<file path="config.mk">
export PLATFORM = sky130hd
export DESIGN_NAME = i2c_master_bit_engine
export DESIGN_NICKNAME = d
export VERILOG_FILES = /design/src/rtl/i2cbe_pkg.sv /design/src/rtl/i2cbe_front.sv /design/src/rtl/i2cbe_fifo.sv /design/src/rtl/i2cbe_back.sv /design/src/rtl/i2c_master_bit_engine.sv
export SDC_FILE = /design/constraint.sdc
export NUM_CORES = 1
export LEC_CHECK = 0
export BUFFER_PORTS_ARGS = -buffer_cell sky130_fd_sc_hd__buf_2
export CAP_MARGIN = 5
export CORE_ASPECT_RATIO = 0.6
export CORE_UTILIZATION = 46
export DETAILED_ROUTE_END_ITERATION = 16
export GPL_ROUTABILITY_DRIVEN = 1
export PLACE_DENSITY = 0.66
export SYNTH_ARGS = -nofsm -noshare
export SYNTH_HDL_FRONTEND = slang
export SYNTH_SLANG_ARGS = --single-unit
export TNS_END_PERCENT = 30
</file>
<file path="constraint.sdc">
create_clock -name clk -period 3.22 [get_ports clk]
set_input_delay 0.322 -clock clk [delete_from_list [all_inputs] [get_ports clk]]
set_output_delay 0.322 -clock clk [all_outputs]
set_load 0.05 [all_outputs]
</file>
<file path="src/rtl/i2cbe_pkg.sv">
// Shared types and constants for the I2C master bit engine.
package i2cbe_pkg;

  localparam int PHASE_W = 16;
  localparam logic [PHASE_W-1:0] PHASE_CYCLES_RST = 16'd125;
  localparam int FIFO_DEPTH_DEF = 2;

  typedef enum logic [2:0] {
    OP_START = 3'd0,
    OP_STOP  = 3'd1,
    OP_WRITE = 3'd2,
    OP_READ  = 3'd3,
    OP_RACK  = 3'd4,
    OP_WACK  = 3'd5
  } op_t;

  typedef enum logic {
    BK_IDLE = 1'b0,
    BK_RUN  = 1'b1
  } bk_state_t;

  // Classified command handed from front to back
  typedef struct packed {
    op_t        op;
    logic [7:0] data;   // byte to send, or slave SDA levels to sample
    logic       ack;    // level for write ack
  } cmd_t;

  typedef struct packed {
    logic       scl;
    logic       sda;
    logic [7:0] rd;
    logic       ack;
    logic       last;
  } phase_t;

endpackage

</file>
<file path="src/rtl/i2cbe_front.sv">
// Front end: accepts input transactions, drops undefined commands, stages the rest.
module i2cbe_front (
  input  logic                clk,
  input  logic                rst_n,
  input  logic                in_tvalid,
  output logic                in_tready,
  input  logic [23:0]         in_tdata,
  input  logic [2:0]          in_tuser,
  output logic                push_valid,
  input  logic                push_ready,
  output i2cbe_pkg::cmd_t     push_data
);

  logic            stg_valid_r;
  logic            stg_valid_nxt;
  i2cbe_pkg::cmd_t stg_cmd_r;
  i2cbe_pkg::cmd_t stg_cmd_nxt;
  logic            accept;
  logic            op_ok;
  logic [7:0]      write_data;
  logic            ack_out;
  logic [7:0]      bus_sda_bits;

  assign write_data   = in_tdata[7:0];
  assign ack_out      = in_tdata[8];
  assign bus_sda_bits = in_tdata[16:9];

  assign in_tready = !stg_valid_r || push_ready;
  assign accept    = in_tvalid && in_tready;
  assign op_ok     = in_tuser <= 3'(i2cbe_pkg::OP_WACK);

  always_comb begin
    stg_cmd_nxt.op   = i2cbe_pkg::op_t'(in_tuser);
    stg_cmd_nxt.ack  = ack_out;
    stg_cmd_nxt.data = 8'd0;
    case (i2cbe_pkg::op_t'(in_tuser))
      i2cbe_pkg::OP_WRITE: stg_cmd_nxt.data = write_data;
      i2cbe_pkg::OP_READ:  stg_cmd_nxt.data = bus_sda_bits;
      i2cbe_pkg::OP_RACK:  stg_cmd_nxt.data = bus_sda_bits;
      default:             stg_cmd_nxt.data = 8'd0;
    endcase
  end

  // Drop undefined commands; otherwise hold until the queue takes the entry
  assign stg_valid_nxt = (accept && op_ok) ? 1'b1 :
                         (push_ready ? 1'b0 : stg_valid_r);

  always_ff @(posedge clk) begin
    if (!rst_n) begin
      stg_valid_r <= 1'b0;
    end else begin
      stg_valid_r <= stg_valid_nxt;
    end
  end

  always_ff @(posedge clk) begin
    if (accept && op_ok) begin
      stg_cmd_r <= stg_cmd_nxt;
    end
  end

  assign push_valid = stg_valid_r;
  assign push_data  = stg_cmd_r;

endmodule

</file>
<file path="src/rtl/i2cbe_fifo.sv">
// Short command queue between front and back ends.
module i2cbe_fifo #(
  parameter int DEPTH = i2cbe_pkg::FIFO_DEPTH_DEF
) (
  input  logic            clk,
  input  logic            rst_n,
  input  logic            push_valid,
  output logic            push_ready,
  input  i2cbe_pkg::cmd_t push_data,
  output logic            pop_valid,
  input  logic            pop_ready,
  output i2cbe_pkg::cmd_t pop_data
);

  localparam int PTR_W = $clog2(DEPTH);
  localparam int CNT_W = $clog2(DEPTH + 1);

  i2cbe_pkg::cmd_t  mem_r [DEPTH];
  logic [PTR_W-1:0] wr_ptr_r, wr_ptr_nxt;
  logic [PTR_W-1:0] rd_ptr_r, rd_ptr_nxt;
  logic [CNT_W-1:0] count_r, count_nxt;
  logic             do_push, do_pop;

  assign push_ready = count_r != CNT_W'(DEPTH);
  assign pop_valid  = count_r != '0;
  assign do_push    = push_valid && push_ready;
  assign do_pop     = pop_valid && pop_ready;
  assign pop_data   = mem_r[rd_ptr_r];

  always_comb begin
    wr_ptr_nxt = wr_ptr_r;
    rd_ptr_nxt = rd_ptr_r;
    count_nxt  = count_r;
    if (do_push) begin
      wr_ptr_nxt = (wr_ptr_r == PTR_W'(DEPTH - 1)) ? '0 : wr_ptr_r + PTR_W'(1);
    end
    if (do_pop) begin
      rd_ptr_nxt = (rd_ptr_r == PTR_W'(DEPTH - 1)) ? '0 : rd_ptr_r + PTR_W'(1);
    end
    case ({do_push, do_pop})
      2'b10:   count_nxt = count_r + CNT_W'(1);
      2'b01:   count_nxt = count_r - CNT_W'(1);
      default: count_nxt = count_r;
    endcase
  end

  always_ff @(posedge clk) begin
    if (!rst_n) begin
      wr_ptr_r <= '0;
      rd_ptr_r <= '0;
      count_r  <= '0;
    end else begin
      wr_ptr_r <= wr_ptr_nxt;
      rd_ptr_r <= rd_ptr_nxt;
      count_r  <= count_nxt;
    end
  end

  always_ff @(posedge clk) begin
    if (do_push) begin
      mem_r[wr_ptr_r] <= push_data;
    end
  end

endmodule

</file>
<file path="src/rtl/i2cbe_back.sv">
// Back end: runs one command as a sequence of held SCL/SDA phases.
module i2cbe_back (
  input  logic                            clk,
  input  logic                            rst_n,
  input  logic                            cfg_wr_en,
  input  logic [i2cbe_pkg::PHASE_W-1:0]   cfg_wr_data,
  input  logic                            pop_valid,
  output logic                            pop_ready,
  input  i2cbe_pkg::cmd_t                 pop_data,
  output logic                            out_tvalid,
  input  logic                            out_tready,
  output logic [15:0]                     out_tdata,
  output logic                            out_tlast
);

  i2cbe_pkg::bk_state_t state_r, state_nxt;
  i2cbe_pkg::cmd_t      cmd_r;
  i2cbe_pkg::phase_t    ph;
  i2cbe_pkg::phase_t    out_ph_r;
  logic [i2cbe_pkg::PHASE_W-1:0] phase_cycles_r;
  logic [i2cbe_pkg::PHASE_W-1:0] timer_r, timer_nxt;
  logic [7:0] shift_r, shift_nxt;
  logic [2:0] bit_r, bit_nxt;
  logic [1:0] sub_r, sub_nxt;
  logic       out_valid_r, out_valid_nxt;
  logic       emit;
  logic       load;
  logic       bit_end;

  assign load = pop_valid && pop_ready;
  assign emit = (state_r == i2cbe_pkg::BK_RUN) && (timer_r == '0) &&
                (!out_valid_r || out_tready);

  // Pin levels for the current phase
  always_comb begin
    ph = '0;
    case (cmd_r.op)
      i2cbe_pkg::OP_START: begin
        ph.scl  = sub_r != 2'd2;
        ph.sda  = sub_r == 2'd0;
        ph.last = sub_r == 2'd2;
      end
      i2cbe_pkg::OP_STOP: begin
        ph.scl  = 1'b1;
        ph.sda  = sub_r == 2'd1;
        ph.last = sub_r == 2'd1;
      end
      i2cbe_pkg::OP_WRITE: begin
        ph.scl  = sub_r == 2'd1;
        ph.sda  = shift_r[7];
        ph.last = (bit_r == 3'd7) && (sub_r == 2'd2);
      end
      i2cbe_pkg::OP_READ: begin
        ph.scl  = sub_r == 2'd0;
        ph.sda  = 1'b1;
        ph.last = (bit_r == 3'd7) && (sub_r == 2'd1);
        ph.rd   = ph.last ? shift_r : 8'd0;
      end
      i2cbe_pkg::OP_RACK: begin
        ph.scl  = sub_r == 2'd0;
        ph.sda  = 1'b1;
        ph.last = sub_r == 2'd1;
        ph.ack  = ph.last && cmd_r.data[0];
      end
      i2cbe_pkg::OP_WACK: begin
        ph.scl  = sub_r == 2'd0;
        ph.sda  = cmd_r.ack;
        ph.last = sub_r == 2'd1;
      end
      default: ph.last = 1'b1;
    endcase
  end

  assign bit_end = ((cmd_r.op == i2cbe_pkg::OP_WRITE) && (sub_r == 2'd2)) ||
                   ((cmd_r.op == i2cbe_pkg::OP_READ) && (sub_r == 2'd1));

  // Next state
  always_comb begin
    state_nxt = state_r;
    case (state_r)
      i2cbe_pkg::BK_IDLE: if (pop_valid) state_nxt = i2cbe_pkg::BK_RUN;
      i2cbe_pkg::BK_RUN:  if (emit && ph.last) state_nxt = i2cbe_pkg::BK_IDLE;
      default:            state_nxt = i2cbe_pkg::BK_IDLE;
    endcase
  end

  // Outputs of the state machine
  always_comb begin
    case (state_r)
      i2cbe_pkg::BK_IDLE: pop_ready = 1'b1;
      default:            pop_ready = 1'b0;
    endcase
  end

  // Bit/phase counters and the shift register
  always_comb begin
    bit_nxt   = bit_r;
    sub_nxt   = sub_r;
    shift_nxt = shift_r;
    if (load) begin
      bit_nxt   = 3'd0;
      sub_nxt   = 2'd0;
      shift_nxt = pop_data.data;
    end else if (emit) begin
      if (bit_end) begin
        sub_nxt = 2'd0;
        bit_nxt = bit_r + 3'd1;
      end else begin
        sub_nxt = sub_r + 2'd1;
      end
      // Write: advance to the next bit after SCL falls.
      // Read: sample on SCL high; after eight samples the register holds the byte.
      if ((cmd_r.op == i2cbe_pkg::OP_WRITE) && (sub_r == 2'd2)) begin
        shift_nxt = {shift_r[6:0], 1'b0};
      end else if ((cmd_r.op == i2cbe_pkg::OP_READ) && (sub_r == 2'd0)) begin
        shift_nxt = {shift_r[6:0], shift_r[7]};
      end
    end
  end

  always_comb begin
    timer_nxt = timer_r;
    if (emit) begin
      timer_nxt = (phase_cycles_r == '0) ? '0 : phase_cycles_r - 16'd1;
    end else if (timer_r != '0) begin
      timer_nxt = timer_r - 16'd1;
    end
  end

  assign out_valid_nxt = emit ? 1'b1 : (out_tready ? 1'b0 : out_valid_r);

  always_ff @(posedge clk) begin
    if (!rst_n) begin
      state_r        <= i2cbe_pkg::BK_IDLE;
      timer_r        <= '0;
      out_valid_r    <= 1'b0;
      phase_cycles_r <= i2cbe_pkg::PHASE_CYCLES_RST;
      shift_r        <= 8'd0;
      bit_r          <= 3'd0;
      sub_r          <= 2'd0;
    end else begin
      state_r     <= state_nxt;
      timer_r     <= timer_nxt;
      out_valid_r <= out_valid_nxt;
      shift_r     <= shift_nxt;
      bit_r       <= bit_nxt;
      sub_r       <= sub_nxt;
      if (cfg_wr_en) begin
        phase_cycles_r <= cfg_wr_data;
      end
    end
  end

  always_ff @(posedge clk) begin
    if (load) begin
      cmd_r <= pop_data;
    end
    if (emit) begin
      out_ph_r <= ph;
    end
  end

  assign out_tvalid = out_valid_r;
  assign out_tdata  = {5'd0, out_ph_r.ack, out_ph_r.rd, out_ph_r.sda, out_ph_r.scl};
  assign out_tlast  = out_ph_r.last;

endmodule

</file>
<file path="src/rtl/i2c_master_bit_engine.sv">
// Top level of the I2C master bit engine.
// Usage:
//   Input channel (in_*): one bus command per transaction; in_tuser carries the
//   command code (start, stop, write byte, read byte, read ack, write ack),
//   in_tdata the byte to send, the ack level and the slave's SDA levels.
//   Undefined codes are accepted and dropped without any output.
//   Output channel (out_*): one transaction per pin phase, carrying SCL and SDA
//   levels, the read byte and sampled ack; out_tlast marks a command's final phase.
//   cfg_wr_en/cfg_wr_data set how many cycles each phase is held (0 acts as 1);
//   write it only while no command is in flight.
// Flow:
//   An accepted command passes the staging register, the queue, the back end's
//   command register and the phase register before its first phase goes out,
//   once the back end is idle and its hold timer has expired. The back end starts
//   a command only after the last phase of the previous one; a command has 2 to
//   24 phases. Front end and FIFO_DEPTH-entry queue keep accepting meanwhile.
// Reset (rst_n low, synchronous): queue and sequencer empty, out_tvalid low,
//   phase_cycles back to PHASE_CYCLES_RST.
// Stall: while out_tready is low the current phase is held on out_tdata and the
//   sequencer waits; phases are never dropped or repeated.
module i2c_master_bit_engine #(
  parameter int FIFO_DEPTH = i2cbe_pkg::FIFO_DEPTH_DEF
) (
  input  logic        clk,
  input  logic        rst_n,
  input  logic        cfg_wr_en,
  input  logic [15:0] cfg_wr_data,   // phase_cycles
  input  logic        in_tvalid,
  output logic        in_tready,
  input  logic [23:0] in_tdata,      // write_data[7:0], ack_out[8], bus_sda_bits[16:9]
  input  logic [2:0]  in_tuser,      // op[2:0]
  output logic        out_tvalid,
  input  logic        out_tready,
  output logic [15:0] out_tdata,     // scl_level[0], sda_level[1], read_data[9:2], ack_in[10]
  output logic        out_tlast      // last_phase
);

  logic            push_valid, push_ready;
  logic            pop_valid, pop_ready;
  i2cbe_pkg::cmd_t push_data, pop_data;

  i2cbe_front u_front (
    .clk        (clk),
    .rst_n      (rst_n),
    .in_tvalid  (in_tvalid),
    .in_tready  (in_tready),
    .in_tdata   (in_tdata),
    .in_tuser   (in_tuser),
    .push_valid (push_valid),
    .push_ready (push_ready),
    .push_data  (push_data)
  );

  i2cbe_fifo #(
    .DEPTH (FIFO_DEPTH)
  ) u_fifo (
    .clk        (clk),
    .rst_n      (rst_n),
    .push_valid (push_valid),
    .push_ready (push_ready),
    .push_data  (push_data),
    .pop_valid  (pop_valid),
    .pop_ready  (pop_ready),
    .pop_data   (pop_data)
  );

  i2cbe_back u_back (
    .clk         (clk),
    .rst_n       (rst_n),
    .cfg_wr_en   (cfg_wr_en),
    .cfg_wr_data (cfg_wr_data),
    .pop_valid   (pop_valid),
    .pop_ready   (pop_ready),
    .pop_data    (pop_data),
    .out_tvalid  (out_tvalid),
    .out_tready  (out_tready),
    .out_tdata   (out_tdata),
    .out_tlast   (out_tlast)
  );

endmodule

</file>
* Yosys cells after proc, flatten, opt, wreduce, memory -nomap -nowiden
Memory sizes are Yosys's and may differ from the RTL's. A register that Yosys moved wholly into a read port is not among the register bits. Cells that the tools add are included.
Word-level totals: register bits after elaboration 81, RAM bits 24, input port bits 48, memories 1, logic and storage cells 112
Cells by class: muxes and demuxes 26, eq/ne operators 15, reductions and logical operators 37, $add $sub $neg 8, bitwise gates (word level) 2, order comparisons 1
Memories:
- u_fifo.mem_r | depth 2, width 12, rd ports 1, clocked after Yosys merged registers in 1, wr ports 1, line i2cbe_fifo.sv:18 | i2cbe_pkg::cmd_t mem_r [DEPTH];
Operator list (count):
- 16-bit 2-to-1 mux | 3
- 16-bit logical NOT | 2
- 8-bit 2-to-1 mux | 4
- 16-bit by 1-bit subtractor with 16-bit output (second input constant) | 2
- 8-bit one-hot mux with 2 select lines | 1
- 16-bit nonzero test | 1
- 1-bit logical AND | 13
- 1-bit 2-to-1 mux | 13
- 3-bit by 2-bit == test with 1-bit output (second input constant) | 4
- 3-bit == test (second input constant) | 4
- 2-bit nonzero test | 6
- 2-bit one-hot mux with 5 select lines | 1
- 2-bit AND reduction | 3
- 2-bit OR reduction | 3
- 2-bit by 1-bit adder with 2-bit output (second input constant) | 2
- 2-bit by 1-bit == test with 1-bit output (second input constant) | 2
- 2-bit == test (second input constant) | 2
- 2-bit != test (second input constant) | 2
- 1-bit one-hot mux with 4 select lines | 1
- 2-bit one-hot mux with 2 select lines | 1
- 3-bit by 1-bit adder with 3-bit output (second input constant) | 1
- 3-bit by 1-bit == test with 1-bit output (second input constant) | 1
- 3-bit less-or-equal comparator (second input constant) | 1
- 3-bit logical NOT | 1
- 10 further kinds | 15

* Logic depth before layout (Yosys ltp)
depth in word-level cells 6, mapped depth 8, mapped depth without buffers 7

* By module
Synthesis repeated with hierarchy kept, for this count alone.
Second synthesis, totals: cell total of the unflattened synthesis 452, area total of the unflattened synthesis 4988.5 um^2
By module, submodules not included:
- i2cbe_back | cells each 353, sequential area each 1451.4 um^2, instances 1, area an instance 3290.7 um^2
- i2cbe_fifo | cells each 61, sequential area each 820.8 um^2, instances 1, area an instance 1096.1 um^2
- i2cbe_front | cells each 38, sequential area each 380.4 um^2, instances 1, area an instance 601.8 um^2

* Worst setup path after synthesis
Ideal clock, no wire load.
path kind reg-to-reg, from reg u_back.timer_r[4] (netlist bit), to reg u_back.out_ph_r (netlist bit u_back.out_tdata[0]) (enable), required time 2.808 ns, path buffers 0, slack 0.467 ns, period minus slack after synthesis 2.753 ns, cell stages (with the launch flop) 4, arrival 2.341 ns, cells stage by stage dfxtp_1 -> nor4_1 -> nand2_1 -> nor4_1
On the way: word-level cells in the longest chain between the ends 3
Ends and longest elaborated chain:
- from (decl) | line i2cbe_back.sv:21 | logic [i2cbe_pkg::PHASE_W-1:0] timer_r, timer_nxt;
- from (signal assigned) | line i2cbe_back.sv:143 | timer_r <= timer_nxt;
- 16-bit logical NOT | line i2cbe_back.sv:31 | assign emit = (state_r == i2cbe_pkg::BK_RUN) && (timer_r == '0) &&
- 1-bit logical AND (2 in a row) | line i2cbe_back.sv:31
- via u_back.emit | line i2cbe_back.sv:26 | logic emit;
- to (signal assigned) | line i2cbe_back.sv:159 | out_ph_r <= ph;
- to (decl) | line i2cbe_back.sv:19 | i2cbe_pkg::phase_t out_ph_r;
The timed path passes the listed nets, and every way through them passes these cells. A chain may end at the register's enable or synchronous reset.

* Final worst setup path
from reg u_back.timer_r[0] (netlist bit), to reg u_back.shift_r[5]
On the way: word-level cells in the longest chain between the ends 5
Ends and longest elaborated chain:
- 16-bit logical NOT | line i2cbe_back.sv:31
- 1-bit logical AND (2 in a row) | line i2cbe_back.sv:31
- 2-bit nonzero test (no line)
- 2-bit AND reduction (no line)
- to (signal assigned) | line i2cbe_back.sv:145 | shift_r <= shift_nxt;
- to (decl) | line i2cbe_back.sv:22 | logic [7:0] shift_r, shift_nxt;
No other way between the ends.

==> impl_metrics.tcl <==
set metrics [dict create \
    dr.first_iter.drc_count 270 \
    htree_levels 3 \
    avgViaCountPerCell 5.47 \
    clock-sinks 106 \
    drc 0 \
    crit_required_ps 3470 \
    slew_headroom 0.321 \
    grt_overflow_total 0 \
    firstDrtPassIters 5 \
    critPathLaunchType "register" \
    status "finished clean" \
    synthFlopType "edfxtp_1" \
    yosysSeqAreaShare 0.540 \
    placed_area_mm2 0.00528 \
    fp.dieH_um 82.0 \
    grt_pass1_vias 3255 \
    period_share 0.902 \
    fin_skew_ps 8.85 \
    crit_arrival_ps 3160 \
    core_mm2 0.0101 \
    maxCapViolations 0 \
    fin_nets 555 \
    nFillCells 891 \
    netlist_instances 449 \
    die_width_um 135 \
    synth_seq_cells 106 \
    cts_resized 0 \
    multi_input_area_mm2 0.00213 \
    grtUsageTotal 0.199 \
    post_cts_buffers 0 \
    grt_setup_unrepaired "no" \
    vias 3490 \
    numCtsBuffers 9 \
    crit_type "register to register" \
    syn_avg_cell_area_um2 10.9 \
    regArea_mm2 0.00265 \
    crit_path_end_kind "register" \
    grt_antenna_before_repair 0 \
    p_per_area_mw_per_mm2 768 \
    io_pins 67 \
    wl_per_cell_um 15.9 \
    stdcell_area_mm2 0.00556 \
    slew_violations 0 \
    antenna_cells 0 \
    clkTransAtPathRegs_ps 70 \
    clockBufferDepth 2 \
    root_buffer "clkbuf_16" \
    clkLatencyLatePin_ps 350 \
    ys_types 55 \
    wirelength_um 10100 \
    gp_congestion 0.864 \
    hpwl_um 7470 \
    worst_pin_slew_ps 1020 \
    grt_max_degree 31 \
    grt_pass1_wl_um 16500 \
    leakage_nw 2.11 \
    num_rows 28 \
    start_util 0.485 \
    syn_area_mm2 0.00491 \
    dieArea_mm2 0.0111 \
    tritoncts "yes" \
    setup_viol 0 \
    setup_tns_ps 0 \
    ys_async_sr_fraction 0 \
    hp-class "input pin to register" \
    drive_gt1_frac 0.185 \
    synth_warnings 0 \
    fmax_ghz 0.344 \
    min_period_ps 2900 \
    io_buffer_count 54 \
    hold_buffers 0 \
    ant_nets 0 \
    ir_drop_v 0.000373 \
    area_delta_synth_final_pct 13.3 \
    dpl_worst_slack_ps 329 \
    worst_slack_ps 316 \
    hold_viol_final 0 \
    critPathMaxFanout 9 \
    synth_edf_count 53 \
]
[cells in the final DEF (no fill, tap or decap), types with 4 or more instances in the layout]
master     Yosys  layout
inv_1         11      11
nor3_1        11      11
conb_1         1       5
or4_1          6       6
o31ai_1        5       5
ha_1           9       9
o21ai_0       12      12
and3_1         6       6
nand2_1       37      37
dfxtp_1       53      53
buf_2          0      54
nor3b_1        5       5
or3_1          7       7
xor2_1         8       8
clkbuf_16      0       9
mux2_2        11      11
a211oi_1      15      15
nand2b_1       4       4
nor4_1        10       9
xnor2_1       15      15
mux2i_1       31      31
a21oi_1       18      18
nor2_1        39      39
edfxtp_1      53      53
nand3_1        8       8
and2_1        10      10
[through the flow]
| stage | hold slack, ps | total power [W] | utilization | instances |
|---|---|---|---|---|
| 2_1_floorplan | 421 | 0.00289 | - | 453 |
| 3_3_place_gp | 428 | 0.00316 | 0.521 | 622 |
| 3_5_place_dp | 432 | 0.00322 | 0.521 | 622 |
| 4_1_cts | 133 | 0.00428 | 0.549 | 638 |
| 5_1_grt | 132 | 0.00453 | 0.549 | 638 |
| 6_report | 145 | 0.00427 | 0.549 | 638 |
[metal layers]
metal | GRT usage | up-vias | wire [um]
met3 | 0.0414 | 11 | 706
met2 | 0.278 | 112 | 3920
met4 | 0.0787 | 0 | 153
met1 | 0.297 | 1624 | 5340
met5 | 0 | - | 0
li1 | - | 1743 | -
[power breakdown]
group | total (W) | internal, W | switching [W]
Combinational | 0.00132 | 0.000543 | 0.000778
Sequential | 0.00189 | 0.00167 | 0.000218
Clock | 0.00106 | 0.000540 | 0.000522
[cell type report]
cell class | instances | share of cell area
tap | 135 | 0.0304
inverter | 11 | 0.00742
clock buffer | 9 | 0.0405
timing repair buffer | 56 | 0.0513
sequential | 106 | 0.477
clock inverter | 7 | 0.0108
multi-input combinational | 314 | 0.383
[path summary, 6_finish.rpt]
kind	from	to	slack [ps]	depth (start not counted)
worst min-delay path	in_tdata[8]	u_front.push_data[0]$_DFFE_PP_	150	1
worst max-delay path	u_back.timer_r[0]$_SDFFE_PN0P_	u_back.shift_r[5]$_SDFFE_PN0P_	320	7
worst min register to register	u_front.push_data[5]$_DFFE_PP_	u_fifo.mem_r[0][5]$_DFFE_PP_	440	0
worst max register to register	u_back.timer_r[0]$_SDFFE_PN0P_	u_back.shift_r[5]$_SDFFE_PN0P_	320	7
[synth_stat cells (8+ instances only)]
cell type  instances  area share
a211oi_1          15       0.023
a21oi_1           18       0.018
and2_1            10       0.013
clkbuf_1          15       0.011
dfxtp_1           53        0.22
edfxtp_1          53        0.32
ha_1               9       0.023
inv_1             11      0.0084
mux2_2            11       0.025
mux2i_1           31       0.063
nand2_1           37       0.028
nand3_1            8      0.0082
nor2_1            39       0.030
nor3_1            11       0.011
nor4_1            10       0.013
o21ai_0           12       0.012
xnor2_1           15       0.027
xor2_1             8       0.014
[state kept, by name, indices dropped and copies added (netlist names), named ones only]
signal                 count
u_back.bit_r               3
u_back.cmd_r               5
u_back.out_tdata          11
u_back.out_tlast           1
u_back.out_tvalid          1
u_back.phase_cycles_r     16
u_back.shift_r             8
u_back.state_r             1
u_back.sub_r               2
u_back.timer_r            16
u_fifo.count_r             2
u_fifo.mem_r              24
u_fifo.rd_ptr_r            1
u_fifo.wr_ptr_r            1
u_front.push_data         12
u_front.push_valid         1
[critical path: stages, from the launching register on]
cell and delay (ps):
dfxtp_1 330, inv_1 100, ha_1 150, or4b_1 530
or4_4 480, nor4_4 560, mux2_2 410, a211oi_1 230
[kinds of logic (layout without fill, tap and decap cells)]
logic type      count (synthesis)  count (layout)  share of synthesized area
mux                            42              42                     0.0884
other cells                     1               5                   0.000764
flops                         106             106                      0.540
simple gates                  163             163                      0.177
xor+xnor                       23              23                     0.0410
compound gates                 72              72                     0.0994
fa+ha+maj                       9               9                     0.0229
buf+inv                        33              83                     0.0306
Power figures use the tool's default switching activity.
